===== src/abbt_pkg.sv =====
// ----------------------------------------------------------------------------
// abbt_pkg
// Types and codes shared by the bounding box tracker: beat payloads,
// configuration set, action and register codes, queue sizing.
// ----------------------------------------------------------------------------
package abbt_pkg;

	// action codes of an input beat
	localparam logic [1:0] ACT_POINT    = 2'd0;
	localparam logic [1:0] ACT_END_PAGE = 2'd1;
	localparam logic [1:0] ACT_END_DOC  = 2'd2;

	// configuration register indexes
	localparam int CFG_IDX_W = 3;
	localparam logic [CFG_IDX_W-1:0] REG_MATRIX_A = 3'd0;
	localparam logic [CFG_IDX_W-1:0] REG_MATRIX_B = 3'd1;
	localparam logic [CFG_IDX_W-1:0] REG_MATRIX_C = 3'd2;
	localparam logic [CFG_IDX_W-1:0] REG_MATRIX_D = 3'd3;
	localparam logic [CFG_IDX_W-1:0] REG_OFFSET_X = 3'd4;
	localparam logic [CFG_IDX_W-1:0] REG_OFFSET_Y = 3'd5;
	localparam logic [CFG_IDX_W-1:0] REG_MARGIN   = 3'd6;

	// box kind codes
	localparam logic KIND_PAGE = 1'b0;
	localparam logic KIND_DOC  = 1'b1;

	// job queue between front and back
	localparam int QUEUE_DEPTH = 4;
	localparam int QUEUE_PTR_W = $clog2(QUEUE_DEPTH);
	localparam int QUEUE_CNT_W = $clog2(QUEUE_DEPTH + 1);

	typedef struct packed {
		logic [1:0]         action;
		logic signed [31:0] point_x;
		logic signed [31:0] point_y;
		logic               page_printed;
	} item_t;

	typedef struct packed {
		logic               box_kind;
		logic signed [15:0] left;
		logic signed [15:0] bottom;
		logic signed [15:0] right;
		logic signed [15:0] top;
	} box_t;

	typedef struct packed {
		logic signed [31:0] matrix_a;
		logic signed [31:0] matrix_b;
		logic signed [31:0] matrix_c;
		logic signed [31:0] matrix_d;
		logic signed [31:0] offset_x;
		logic signed [31:0] offset_y;
		logic signed [7:0]  margin;
	} cfg_t;

	typedef struct packed {
		logic full;
		logic empty;
	} queue_stat_t;

endpackage


===== src/abbt_queue.sv =====
// ----------------------------------------------------------------------------
// abbt_queue
// Short job queue between the front and the back of the tracker.
// ----------------------------------------------------------------------------
module abbt_queue #(
	parameter int WIDTH = 129
) (
	input  logic               clk,
	input  logic               arst_n,
	input  logic               push,
	input  logic [WIDTH-1:0]   wdata,
	input  logic               pop,
	output logic [WIDTH-1:0]   rdata,
	output abbt_pkg::queue_stat_t stat
);
	import abbt_pkg::*;

	logic [WIDTH-1:0]       mem_q [QUEUE_DEPTH];
	logic [QUEUE_PTR_W-1:0] wr_ptr_q;
	logic [QUEUE_PTR_W-1:0] rd_ptr_q;
	logic [QUEUE_CNT_W-1:0] count_q;

	// status and head entry
	assign stat.full  = (count_q == QUEUE_CNT_W'(QUEUE_DEPTH));
	assign stat.empty = (count_q == '0);
	assign rdata      = mem_q[rd_ptr_q];

	// entry storage
	always_ff @(posedge clk) begin
		if (push) begin
			mem_q[wr_ptr_q] <= wdata;
		end
	end

	// pointers and fill count
	always_ff @(posedge clk or negedge arst_n) begin
		if (!arst_n) begin
			wr_ptr_q <= '0;
			rd_ptr_q <= '0;
			count_q  <= '0;
		end else begin
			if (push) begin
				wr_ptr_q <= wr_ptr_q + 1'b1;
			end
			if (pop) begin
				rd_ptr_q <= rd_ptr_q + 1'b1;
			end
			if (push && !pop) begin
				count_q <= count_q + 1'b1;
			end else if (pop && !push) begin
				count_q <= count_q - 1'b1;
			end
		end
	end

endmodule


===== config.mk =====
export PLATFORM = sky130hd
export DESIGN_NAME = abbt_queue
export DESIGN_NICKNAME = d
export VERILOG_FILES = /design/src/abbt_pkg.sv /design/src/abbt_queue.sv
export SDC_FILE = /design/constraint.sdc
export NUM_CORES = 1
export LEC_CHECK = 0
export BUFFER_PORTS_ARGS = -buffer_cell sky130_fd_sc_hd__buf_2
export CORE_MARGIN = 2
export CORE_UTILIZATION = 35
export CTS_CLUSTER_DIAMETER = 100
export DETAILED_ROUTE_END_ITERATION = 8
export GPL_ROUTABILITY_DRIVEN = 0
export MAX_ROUTING_LAYER = met4
export SYNTH_ARGS = -nofsm -noshare
export SYNTH_HDL_FRONTEND = slang
export SYNTH_SLANG_ARGS = --single-unit
export TNS_END_PERCENT = 30

===== constraint.sdc =====
create_clock -name clk -period 9 [get_ports clk]
set_clock_uncertainty 0.2 [all_clocks]
set_input_delay 1.35 -clock clk [delete_from_list [all_inputs] [get_ports clk]]
set_output_delay 1.35 -clock clk [all_outputs]
set_load 0.005 [all_outputs]

* After elaboration in Yosys (flattened, before gate mapping) *
Memories as Yosys holds them, arrays and structs flattened.
Cells that the tools add are included.

word-level totals
  RAM bits = 516
  register bits after elaboration = 7
  bits of input ports = 133
  memories kept = 1

memory list
  memory  depth  bits a word  rd ports  clocked after Yosys merged registers in  wr ports  line              text
  mem_q   4      129          1         0                                        1         abbt_queue.sv:18  logic [WIDTH-1:0] mem_q [QUEUE_DEPTH];

cells by class
  equality and inequality tests = 1
  $add $sub $neg = 4
  multiplexer cells = 4
  reduce and logical (&&, ||, !) cells = 6

operators by type and width
  kind                                                                number
  3-bit two-way mux                                                   2
  2-bit by 1-bit adder with 2-bit output, second input constant       2
  3-bit by 1-bit adder with 3-bit output, second input constant       1
  3-bit == test, second input constant                                1
  3-bit zero test                                                     1
  3-bit by 1-bit subtractor with 3-bit output, second input constant  1
  1-bit logical AND                                                   2
  1-bit zero test                                                     2
  1-bit two-way mux                                                   2
  2-bit nonzero test                                                  1

* Logic depth before layout (Yosys ltp) *
  depth in word-level cells = 4
  mapped depth = 7
  depth with buffers taken out = 7

* Worst setup path before layout *
No wires, ideal clock.

  path kind = input to register
  start = in push
  end = mem mem_q[1][0], enable pin
  stages on the path = 1
  setup slack = 3.992 ns
  path buffers = 0
  arrival = 4.305 ns
  cell sequence = and2_1

between the ends
  word-level cells in the longest chain between the ends = 2

RTL lines
  element                                  line              text
  from (decl)                              abbt_queue.sv:10  input logic push,
  1-bit two-way mux                        abbt_queue.sv:30  if (push) begin
  1-bit two-way mux (implied by the code)  abbt_queue.sv:31  mem_q[wr_ptr_q] <= wdata;
  to (decl)                                abbt_queue.sv:18

Every way passes these cells.

* Final worst setup path *
  start = reg rd_ptr_q[0]
  end = out rdata[36]

between the ends
  word-level cells in the longest chain between the ends = 1

RTL lines
  element                 line              text
  from (decl)             abbt_queue.sv:20  logic [QUEUE_PTR_W-1:0] rd_ptr_q;
  from (signal assigned)  abbt_queue.sv:46  rd_ptr_q <= rd_ptr_q + 1'b1;
  memory 4 x 129 bit      --
  to (decl)               abbt_queue.sv:13  output logic [WIDTH-1:0] rdata,

Every way passes these cells.

==> flow_summary.toml <==
[logic_synthesis]
synth.avg_cell_area_um2 = 26.84
synth_fa_ha_area_share_pct = 0.4345
synth_top_family_by_area = "multiplexers"
synth-simple-area-share_pct = 0.2568
synth_cells = 708
syn-num-nets = 847
synth-seq-area-share_pct = 82.45
yosys.cell_types.count = 20
synth_compound_area_share_pct = 0.02633
synthMuxAreaShare_pct = 15.35
synth_top_area_share_pct = 81.53
synthXorXnorAreaFrac_pct = 0.2765
yosysWarnings = 0
ys_ff_latch = 523
syn-cell-area_um2 = 19000
yosys.area.top_type = "edfxtp_1"
synth.area.top_cells = "edfxtp_1 82%, mux4_2 15%, dfrtp_1 0.92%"

[grt]
grt_pass1_vias = 8794
grt_pass1_wl_um = 55160
track_usage_pct = 13.44
grt_max_degree = 64
antenna_found_initial = 8
overflow = 0

[worst_setup_path]
worst-endpoint-arrival_ns = 3.35
cp_max_fo = 47
path_class = "register to output port"
crit_path_end_kind = "output port"
start_kind = "register"
cp.required_ns = 7.45

[run_status]
run_status = "complete, no violations"

[clocking]
cts_tree = "done"
clk_pin_slew_worst_paths_ns = 0.06
clock_latency_ns = 0.58
post_cts_buffers = 0
cts.repair.resized = 0
cts_buffers = 54
htreeDepth = 2
cts_hold_buffers = 0
cts-root-buf = "clkbuf_16"
cts.sinks = 523
clockBufferDepth = 3

[finish]
fin_nets = 1149
layout_commonest_cell = "edfxtp_1"
drive_above_1_share_pct = 46.26
final_area_um2 = 22860
multiInputGateArea_um2 = 3115
syn2layout_area_growth_pct = 20.28
regArea_um2 = 15680
layout_common_cells = "516 x edfxtp_1, 263 x buf_2, 129 x mux4_2"
final.fill_count = 4608

[routing]
num_vias = 8393
dr.pass1.iters = 4
dr.first_iter.drc_count = 427
avgViaCountPerCell = 4.771
wl_per_cell_um = 20.87
drc_errors = 0
ant_nets = 0
wl_um = 36710

[die]
ioPinCount = 264
start_util_pct = 35.38
dieWidth_um = 237.0
die_h_um = 237.0
dieArea_um2 = 56180
row_count = 85
core_area_um2 = 53710

[flow_run]
drv_cap = 0

[power]
leakage_nw = 7.700
powerDensity_nw_per_um2 = 323.3
peakVddDrop_v = 0.0001624

[place]
io_buffers = 263
dpl.hpwl_um = 21680
place_area_um2 = 21090

[timing]
max_slew_margin_pct = 34.12
max_freq_ghz = 0.2041
fin_crit_sh_pct = 54.44
rsz0062_at_grt = "false"
finalMaxSlewViolations = 0
fin_tns_setup_ns = 0
period_minus_slack_ns = 4.899
hold_viol = 0
tightestPinTransition_ns = 0.9882
finalSetupViolations = 0

[min_path]
hold_path.class = "register to register"
[registers in the layout, indices dropped and copies added (netlist names)]
register / cells
mem_q: 516
count_q: 3
rd_ptr_q: 2
wr_ptr_q: 2
[through the flow]
step / std cells / setup WS [ns] / util, % / hold slack, ns / total power [mW]
6_report: 1759 / 4.101 / 42.56 / 0.3026 / 7.390
5_1_grt: 1759 / 3.735 / 42.56 / 0.3097 / 7.772
4_1_cts: 1751 / 3.907 / 42.52 / 0.3061 / 7.553
3_5_place_dp: 1650 / 4.556 / 39.26 / 0.2936 / 5.345
3_3_place_gp: 1650 / 4.560 / 39.26 / 0.2879 / 5.313
2_1_floorplan: 708 / 3.992 / - / 0.2563 / 4.594
[area by class of cell]
class	instances	area share, %
timing repair buffer	275	6.152
multi-input combinational	152	13.63
inverter	4	0.06568
tap	696	3.810
antenna	8	0.08758
sequential	523	68.59
clock inverter	37	1.500
clock buffer	64	6.169
[where the power goes]
group | leakage, nW | internal, mW | switching, mW | total (mW)
logic | 2.04 | 0.913 | 0.946 | 1.86
clock network | 0.843 | 1.29 | 0.894 | 2.18
registers | 4.82 | 3.19 | 0.160 | 3.35
total | 7.70 | 5.39 | 2.00 | 7.39
[cell families after synthesis]
kind of cell	after synthesis
AND/OR/NAND/NOR	9
XOR/XNOR	6
AO/OA/AOI/OAI	1
multiplexers	130
adder cells (fa/ha/maj)	6
flip-flops	523
buffers and inverters	33
[worst max-delay path, cell delays in order (launching register included)]
cell and delay (ns):
dfrtp_4 1.05, buf_4 0.81, mux4_2 0.63, buf_2 0.15
[final timing paths]
kind	from	end	slack, ns	depth (start not counted)
worst max-delay path	rd_ptr_q[0]	rdata[36]	4.10	3
worst min-delay path	count_q[2]	count_q[2]	0.30	1
worst max register to register	wr_ptr_q[0]	mem_q[0][46]	6.41	4
worst min register to register	count_q[2]	count_q[2]	0.30	1
max in group asynchronous	arst_n	rd_ptr_q[0]	8.03	1
min in group asynchronous	arst_n	count_q[1]	0.39	1
[synth_stat cells]
cell and count:
xor2_1 4, o21ai_0 1, clkbuf_1 1, and2_1 4, xnor2_1 2, buf_4 2, nand2_1 2, nor2_1 1
buf_1 3, buf_2 12, inv_1 4, buf_6 11, ha_1 5, dfrtp_1 7, fa_1 1, mux4_2 129
nor3_1 1, edfxtp_1 516, nor3b_1 1, mux2_2 1
[layer usage]
layer | GRT usage [%] | vias to the layer above | part of all wire (%)
met5 | - | - | 0
met4 | 3.510 | 0 | 1.9
met3 | 4.523 | 60 | 7.1
met2 | 21.43 | 213 | 50
met1 | 16.52 | 4424 | 41
li1 | - | 3696 | -
(Power assumes the default switching activity.)
