==> src/abbt_pkg.sv <==
// ----------------------------------------------------------------------------
// abbt_pkg
// Types and codes shared by the bounding box tracker: beat payloads,
// configuration set, action and register codes, queue sizing.
// ----------------------------------------------------------------------------
package abbt_pkg;

	// action codes of an input beat
	localparam logic [1:0] ACT_POINT    = 2'd0;
	localparam logic [1:0] ACT_END_PAGE = 2'd1;
	localparam logic [1:0] ACT_END_DOC  = 2'd2;

	// configuration register indexes
	localparam int CFG_IDX_W = 3;
	localparam logic [CFG_IDX_W-1:0] REG_MATRIX_A = 3'd0;
	localparam logic [CFG_IDX_W-1:0] REG_MATRIX_B = 3'd1;
	localparam logic [CFG_IDX_W-1:0] REG_MATRIX_C = 3'd2;
	localparam logic [CFG_IDX_W-1:0] REG_MATRIX_D = 3'd3;
	localparam logic [CFG_IDX_W-1:0] REG_OFFSET_X = 3'd4;
	localparam logic [CFG_IDX_W-1:0] REG_OFFSET_Y = 3'd5;
	localparam logic [CFG_IDX_W-1:0] REG_MARGIN   = 3'd6;

	// box kind codes
	localparam logic KIND_PAGE = 1'b0;
	localparam logic KIND_DOC  = 1'b1;

	// job queue between front and back
	localparam int QUEUE_DEPTH = 4;
	localparam int QUEUE_PTR_W = $clog2(QUEUE_DEPTH);
	localparam int QUEUE_CNT_W = $clog2(QUEUE_DEPTH + 1);

	typedef struct packed {
		logic [1:0]         action;
		logic signed [31:0] point_x;
		logic signed [31:0] point_y;
		logic               page_printed;
	} item_t;

	typedef struct packed {
		logic               box_kind;
		logic signed [15:0] left;
		logic signed [15:0] bottom;
		logic signed [15:0] right;
		logic signed [15:0] top;
	} box_t;

	typedef struct packed {
		logic signed [31:0] matrix_a;
		logic signed [31:0] matrix_b;
		logic signed [31:0] matrix_c;
		logic signed [31:0] matrix_d;
		logic signed [31:0] offset_x;
		logic signed [31:0] offset_y;
		logic signed [7:0]  margin;
	} cfg_t;

	typedef struct packed {
		logic full;
		logic empty;
	} queue_stat_t;

endpackage

==> src/abbt_front.sv <==
// ----------------------------------------------------------------------------
// abbt_front
// Takes input beats, grows the page box, keeps the document box and hands
// each box to be emitted to the job queue.
// ----------------------------------------------------------------------------
module abbt_front #(
	parameter int PW = 32
) (
	input  logic                  clk,
	input  logic                  arst_n,
	input  logic                  item_valid,
	output logic                  item_ready,
	input  abbt_pkg::item_t       item,
	input  abbt_pkg::queue_stat_t stat,
	output logic                  push,
	output logic [4*PW:0]         job
);
	import abbt_pkg::*;

	localparam logic signed [31:0] PT_MAX = 32'((64'sd1 <<< (PW - 1)) - 64'sd1);
	localparam logic signed [31:0] PT_MIN = ~PT_MAX;

	logic                 page_valid_q, page_valid_n;
	logic signed [PW-1:0] page_q [4];
	logic signed [PW-1:0] page_n [4];
	logic                 doc_valid_q, doc_valid_n;
	logic signed [PW-1:0] doc_q [4];
	logic signed [PW-1:0] doc_n [4];

	logic                 accept;
	logic                 sel_valid;
	logic signed [PW-1:0] sel [4];
	logic signed [PW-1:0] merged [4];
	logic signed [PW-1:0] pt_x, pt_y;
	logic                 kind;

	function automatic logic signed [PW-1:0] sat_pt(input logic signed [31:0] v);
		logic signed [31:0] r;
		r = v;
		if (v > PT_MAX) begin
			r = PT_MAX;
		end else if (v < PT_MIN) begin
			r = PT_MIN;
		end
		return r[PW-1:0];
	endfunction

	assign item_ready = !stat.full;
	assign accept     = item_valid && item_ready;
	assign pt_x       = sat_pt(item.point_x);
	assign pt_y       = sat_pt(item.point_y);
	assign kind       = (item.action == ACT_END_DOC) ? KIND_DOC : KIND_PAGE;
	assign job        = {kind, sel[3], sel[2], sel[1], sel[0]};

	// selected box and its merge with the document box
	always_comb begin
		sel_valid = (item.action == ACT_END_DOC) ? doc_valid_q : page_valid_q;
		for (int i = 0; i < 4; i++) begin
			sel[i] = (item.action == ACT_END_DOC) ? doc_q[i] : page_q[i];
		end
		for (int i = 0; i < 4; i++) begin
			merged[i] = sel[i];
		end
		if (doc_valid_q) begin
			if (!sel_valid) begin
				for (int i = 0; i < 4; i++) begin
					merged[i] = doc_q[i];
				end
			end else begin
				merged[0] = (doc_q[0] < sel[0]) ? doc_q[0] : sel[0];
				merged[1] = (doc_q[1] < sel[1]) ? doc_q[1] : sel[1];
				merged[2] = (doc_q[2] > sel[2]) ? doc_q[2] : sel[2];
				merged[3] = (doc_q[3] > sel[3]) ? doc_q[3] : sel[3];
			end
		end
	end

	// next state per accepted beat
	always_comb begin
		page_valid_n = page_valid_q;
		doc_valid_n  = doc_valid_q;
		for (int i = 0; i < 4; i++) begin
			page_n[i] = page_q[i];
			doc_n[i]  = doc_q[i];
		end
		push = 1'b0;
		if (accept) begin
			case (item.action)
				ACT_POINT: begin
					page_valid_n = 1'b1;
					if (!page_valid_q) begin
						page_n[0] = pt_x;
						page_n[1] = pt_y;
						page_n[2] = pt_x;
						page_n[3] = pt_y;
					end else begin
						if (pt_x < page_q[0]) page_n[0] = pt_x;
						if (pt_y < page_q[1]) page_n[1] = pt_y;
						if (pt_x > page_q[2]) page_n[2] = pt_x;
						if (pt_y > page_q[3]) page_n[3] = pt_y;
					end
				end
				ACT_END_PAGE, ACT_END_DOC: begin
					push         = sel_valid;
					page_valid_n = 1'b0;
					if (item.page_printed) begin
						doc_valid_n = sel_valid || doc_valid_q;
						for (int i = 0; i < 4; i++) begin
							doc_n[i] = merged[i];
						end
					end
				end
				default: begin
				end
			endcase
		end
	end

	// box corners
	always_ff @(posedge clk) begin
		for (int i = 0; i < 4; i++) begin
			page_q[i] <= page_n[i];
			doc_q[i]  <= doc_n[i];
		end
	end

	// box valid flags
	always_ff @(posedge clk or negedge arst_n) begin
		if (!arst_n) begin
			page_valid_q <= 1'b0;
			doc_valid_q  <= 1'b0;
		end else begin
			page_valid_q <= page_valid_n;
			doc_valid_q  <= doc_valid_n;
		end
	end

endmodule

==> config.mk <==
export PLATFORM = sky130hd
export DESIGN_NAME = abbt_front
export DESIGN_NICKNAME = d
export VERILOG_FILES = /design/src/abbt_pkg.sv /design/src/abbt_front.sv
export SDC_FILE = /design/constraint.sdc
export NUM_CORES = 1
export LEC_CHECK = 0
export BUFFER_PORTS_ARGS = -buffer_cell sky130_fd_sc_hd__buf_2
export CAP_MARGIN = 20
export CELL_PAD_IN_SITES_DETAIL_PLACEMENT = 0
export CELL_PAD_IN_SITES_GLOBAL_PLACEMENT = 1
export CORE_MARGIN = 3
export CORE_UTILIZATION = 35
export DETAILED_ROUTE_END_ITERATION = 10
export PLACE_DENSITY_LB_ADDON = 0.15
export SYNTH_ARGS = -nofsm -noshare
export SYNTH_HDL_FRONTEND = slang
export SYNTH_SLANG_ARGS = --single-unit
==> constraint.sdc <==
create_clock -name clk -period 7.5 [get_ports clk]
set_input_delay 0.375 -clock clk [delete_from_list [all_inputs] [get_ports clk]]
set_output_delay 0.375 -clock clk [all_outputs]
set_load 0.01 [all_outputs]
# --- After elaboration in Yosys (flattened, before gate mapping) ---
# Memory sizes are Yosys's and may differ from the RTL's.
# Index checks and enable logic that the tools add are counted.
word_totals:
  n_memories: 2
  ramBits: 256
  register_bits: 2
  romBits: 0
  in_bits: 72
  latch_bits: 0
memory_table:
  columns: ["name", "depth", "word_bits", "rd", "rd_ports_with_merged_regs", "wr", "line_no", "rtl"]
  rows:
  - ["doc_q", 4, 32, 4, 0, 4, "abbt_front.sv:27", "logic signed [PW-1:0] doc_q [4];"]
  - ["page_q", 4, 32, 4, 0, 4, "abbt_front.sv:24", "logic signed [PW-1:0] page_q [4];"]
op_classes:
  n_addsub: 0
  eq_ne: 2
  mux: 29
  bitwise_logic: 0
  shift: 0
  multipliers: 0
  order_cmp: 12
  n_reduce_logical: 8
  n_div: 0
ops:
  columns: ["op", "n"]
  rows:
  - ["$mux W128", 8]
  - ["$mux W32", 16]
  - ["$gt A32 B32 Y1", 4]
  - ["$lt A32 B32 Y1", 4]
  - ["$gt A32 B32 Y1 const B", 2]
  - ["$lt A32 B32 Y1 const B", 2]
  - ["$mux W1", 4]
  - ["$reduce_and A3 Y1", 1]
  - ["$eq A2 B1 Y1 const B", 1]
  - ["$eq A2 B2 Y1 const B", 1]
  - ["$logic_not A2 Y1", 1]
  - ["$pmux W1 S2", 1]
  - ["$reduce_and A2 Y1", 1]
  - ["$reduce_bool A2 Y1", 1]
  - ["$reduce_or A2 Y1", 1]
  - ["$logic_and A1 B1 Y1", 1]
  - ["$logic_not A1 Y1", 1]
  - ["$logic_or A1 B1 Y1", 1]

# --- Longest topological paths before layout ---
depth:
  ltp_word: 9
  mapped_depth: 16

# --- Worst setup path after synthesis ---
# No wires, ideal clock.
synth_timing:
  path_kind: "input-to-reg"
  startpoint: "input item[65] (netlist name)"
  endpoint: "memory doc_q[3][0], enable pin"
  t_arrival_ps: 4585
  path_stages: 14
  t_required_ps: 7059
  path_buffers: 3
  setup_slack_ps: 2475
  cell_sequence: "inv_1 -> ha_1 -> buf_2 -> buf_1 -> clkbuf_1 -> nand2_1 -> o21ai_0 -> inv_1 -> ha_1 -> nand2_1 -> nor4_1 -> nand2_1 -> or3_1 -> a31oi_1"
synth_lines:
  columns: ["element", "line_no", "rtl"]
  rows:
  - ["start: declaration", "abbt_front.sv:13", "input abbt_pkg::item_t item,"]
  - ["end: declaration", "abbt_front.sv:27", null]

==> run summary <==
status - completed
Synth Area in Simple Gates - 8.62%
DP HPWL - 31300 um
max-slew violation count - 0
via count - 11000
Vias/cell - 4.81
total die area - 0.0479 sq mm
largest family of logic cells by synthesized area - adder cells
Initial Util - 35.6%
area of the multi-input gates - 0.00687 sq mm
initial DRC count - 518
Worst-Skew Late Latency - 0.54 ns
post-synthesis async set-or-reset flop share - 0.775%
Worst path slowest cell - buf_4
Synth top area share - 48.5%
Post-Synth Adder-Cell Area - 20.1%
CP peak stage delay - 0.59 ns
Reg area - 0.00774 sq mm
critical path class - in -> reg
Power Density - 200 mW/mm^2
Num CTS Buffers - 35
Hold Crit Depth - 1
GRT Overall Usage - 17.2%
largest net degree at the start of global routing - 141
H-tree depth - 2
post-synthesis xor/xnor area fraction - 0.166%
global-route wire length before repair - 63700 um
Mapped Nets - 1851
total I/O pin count - 203
mux share of post-synthesis cell area - 0.537%
drt drc - 0
complex-gate fraction of the synthesized area - 13.3%
Worst Hold End - page_q[3][0]$_DFFE_PP_
critical path, cell by cell - buf_2 > inv_1 > ha_4 > buf_4 > nand2_1 > o21ai_0 > inv_1 > ha_1 > nand4_1 > nor4_1 > nand2_1 > or3_1 > a31oi_4 > buf_4
Worst Setup Start Kind - input port
Synth Cell Area - 0.0159 sq mm
Die H - 219 um
Peak VDD IR - 0.000110 V
IO buf count - 201
initial antenna violation count - 5
drt wl/cell - 17.8 um
FF-to-FF path depth - 10
Site Rows - 77
post-CTS setup buffer count - 0
Sink Count - 258
Leak - 8.28 nW
Area after DPL - 0.0174 sq mm
layout cells sized above 1 - 16.1%
largest cells by area after synthesis - edfxtp_1 (49%), ha_1 (20%), inv_1 (6.2%), o21ai_0 (5.2%), nand2_1 (4.1%)
Final Cycle Share - 58.6%
Worst setup EP type - flip-flop
sum of negative setup slack - 0 ns
core area - 0.0445 sq mm
drt first pass iters - 5
prevailing post-synth register cell - edfxtp_1
Max FO, Critical Path - 63
final instance area - 0.0185 sq mm
Syn. warnings - 0
number of routed nets with antenna violations - 0
min Tclk post-route - 4.39 ns
Worst-path clk slew - 0.05 ns
relative slew slack - 51.8%
Crit path required time - 7.69 ns
post-synthesis sequential area ratio - 48.8%
CP Depth - 14
routed wire length - 40900 um
syn_area_per_cell - 10.4 sq um
Final GP Congestion - 0.781
CP Data Arrival Time - 4.58 ns
grt ovf - 0
Max Freq - 0.228 GHz
Fill cells - 4361
Least-Margin Pin Slew - 0.723 ns
leading area contributor after synthesis - edfxtp_1
Post-synth EDFFs - 256
vias in the first global route - 11200
flops & latches, synth - 258
maximum clock path buffer count - 3
Hold Crit Class - in -> reg
RSZ-0062 raised after global routing - no
reg2reg setup slack - 3.87 ns
CTS tree - yes
clock root buffer - clkbuf_16
Die X - 219 um
Area Overhead vs Synth - 16.8%
setup violators final - 0
Buf/Inv on CP - 5
worst r2r dst - doc_q[2][5]$_DFFE_PP_
CP delay by family, top - buffers and inverters
Netlist cell types - 53
final hold violations - 0
Final nets - 2006
Post-Synthesis Cells - 1524
max cap viols - 0
Min-Delay Startpoint - item[1]
Clock Skew - 0.0173 ns
R2R Path Start - page_q[2][26]$_DFFE_PP_
-- final cells by class --
cell class                 count  area share (%)
antenna                        1          0.0135
clock buffer                  44            5.14
clock inverter                17           0.662
inverter                     260            5.27
multi-input combinational    912            37.1
sequential                   258            41.8
tap                          592            4.00
timing repair buffer         212            6.07
-- per-stage QoR --
step	std cells	total power (W)	utilization, %	worst slack, ns	hold WS, ns
4_1_cts	2295	0.00377	41.6	3.04	0.0284
6_report	2296	0.00370	41.6	3.11	0.0638
5_1_grt	2296	0.00389	41.6	2.76	0.0442
3_5_place_dp	2233	0.00212	39.2	2.49	0.163
3_3_place_gp	2232	0.00212	39.1	2.54	0.162
2_1_floorplan	1524	0.00196	-	2.47	0.0794
-- cells by family after synthesis --
logic type,count (synthesis)
fa+ha+maj,255
simple gates,292
buf+inv,354
xor+xnor,3
flops,258
mux,8
compound gates,354
-- registers in the layout, indices dropped and copies added (netlist names) --
signal	cells
doc_q	128
page_q	128
page_valid_q	1
doc_valid_q	1
-- timing repair --
item                                    CTS  global route
endpoints found under the setup margin    0             0
endpoints found under the hold margin     2             0
gates resized for setup                   0             0
hold buffers                              1             0
-- power breakdown --
part           total, W  internal (W)  leakage [nW]  switching, W
Sequential      0.00166       0.00163          2.35     0.0000278
Combinational  0.000431      0.000161          5.40      0.000270
Clock           0.00161      0.000961         0.528      0.000648
Total           0.00370       0.00275          8.28      0.000946
-- worst max-delay path by stage --
stage,startpoint,slack (ns),to
floorplan,item[65],2.47,doc_q[3][0]$_DFFE_PP_
global placement,item[65],2.54,doc_q[1][0]$_DFFE_PP_
detailed placement,item[65],2.49,doc_q[1][0]$_DFFE_PP_
CTS,item[65],3.04,doc_q[1][2]$_DFFE_PP_
global route,item[65],2.76,doc_q[1][2]$_DFFE_PP_
finish,item[65],3.11,doc_q[3][25]$_DFFE_PP_
-- layout by cell type (no fill, tap or decap), drive strengths merged, types with 19 or more instances in the layout --
master and n:
o21a 19, inv 260, a21oi 73, edfxtp 256, nor2 32, ha 255, o21ai 166, nand2 172
clkbuf 44, nand4 46, buf 211, a21o 39
-- cell usage after synthesis (5+ instances only) --
cell type  instances
o21a_1            19
inv_1            260
o211ai_1          12
clkbuf_1          86
a21o_1            39
o21ai_0          164
a211oi_1          11
nand2_1          172
nor2_1            32
edfxtp_1         256
buf_2              5
a31oi_1            6
ha_1             255
a21oi_1           73
nor2b_1            7
nor4_1             7
nand4_1           44
-- layer usage --
| layer | routed length (um) | track usage, % |
|---|---|---|
| met2 | 19200 | 28.8 |
| met5 | 20 | 0 |
| met1 | 18500 | 22.1 |
| met4 | 1350 | 6.33 |
| met3 | 1890 | 3.46 |
No activity file was read; power rests on OpenSTA's default activity.
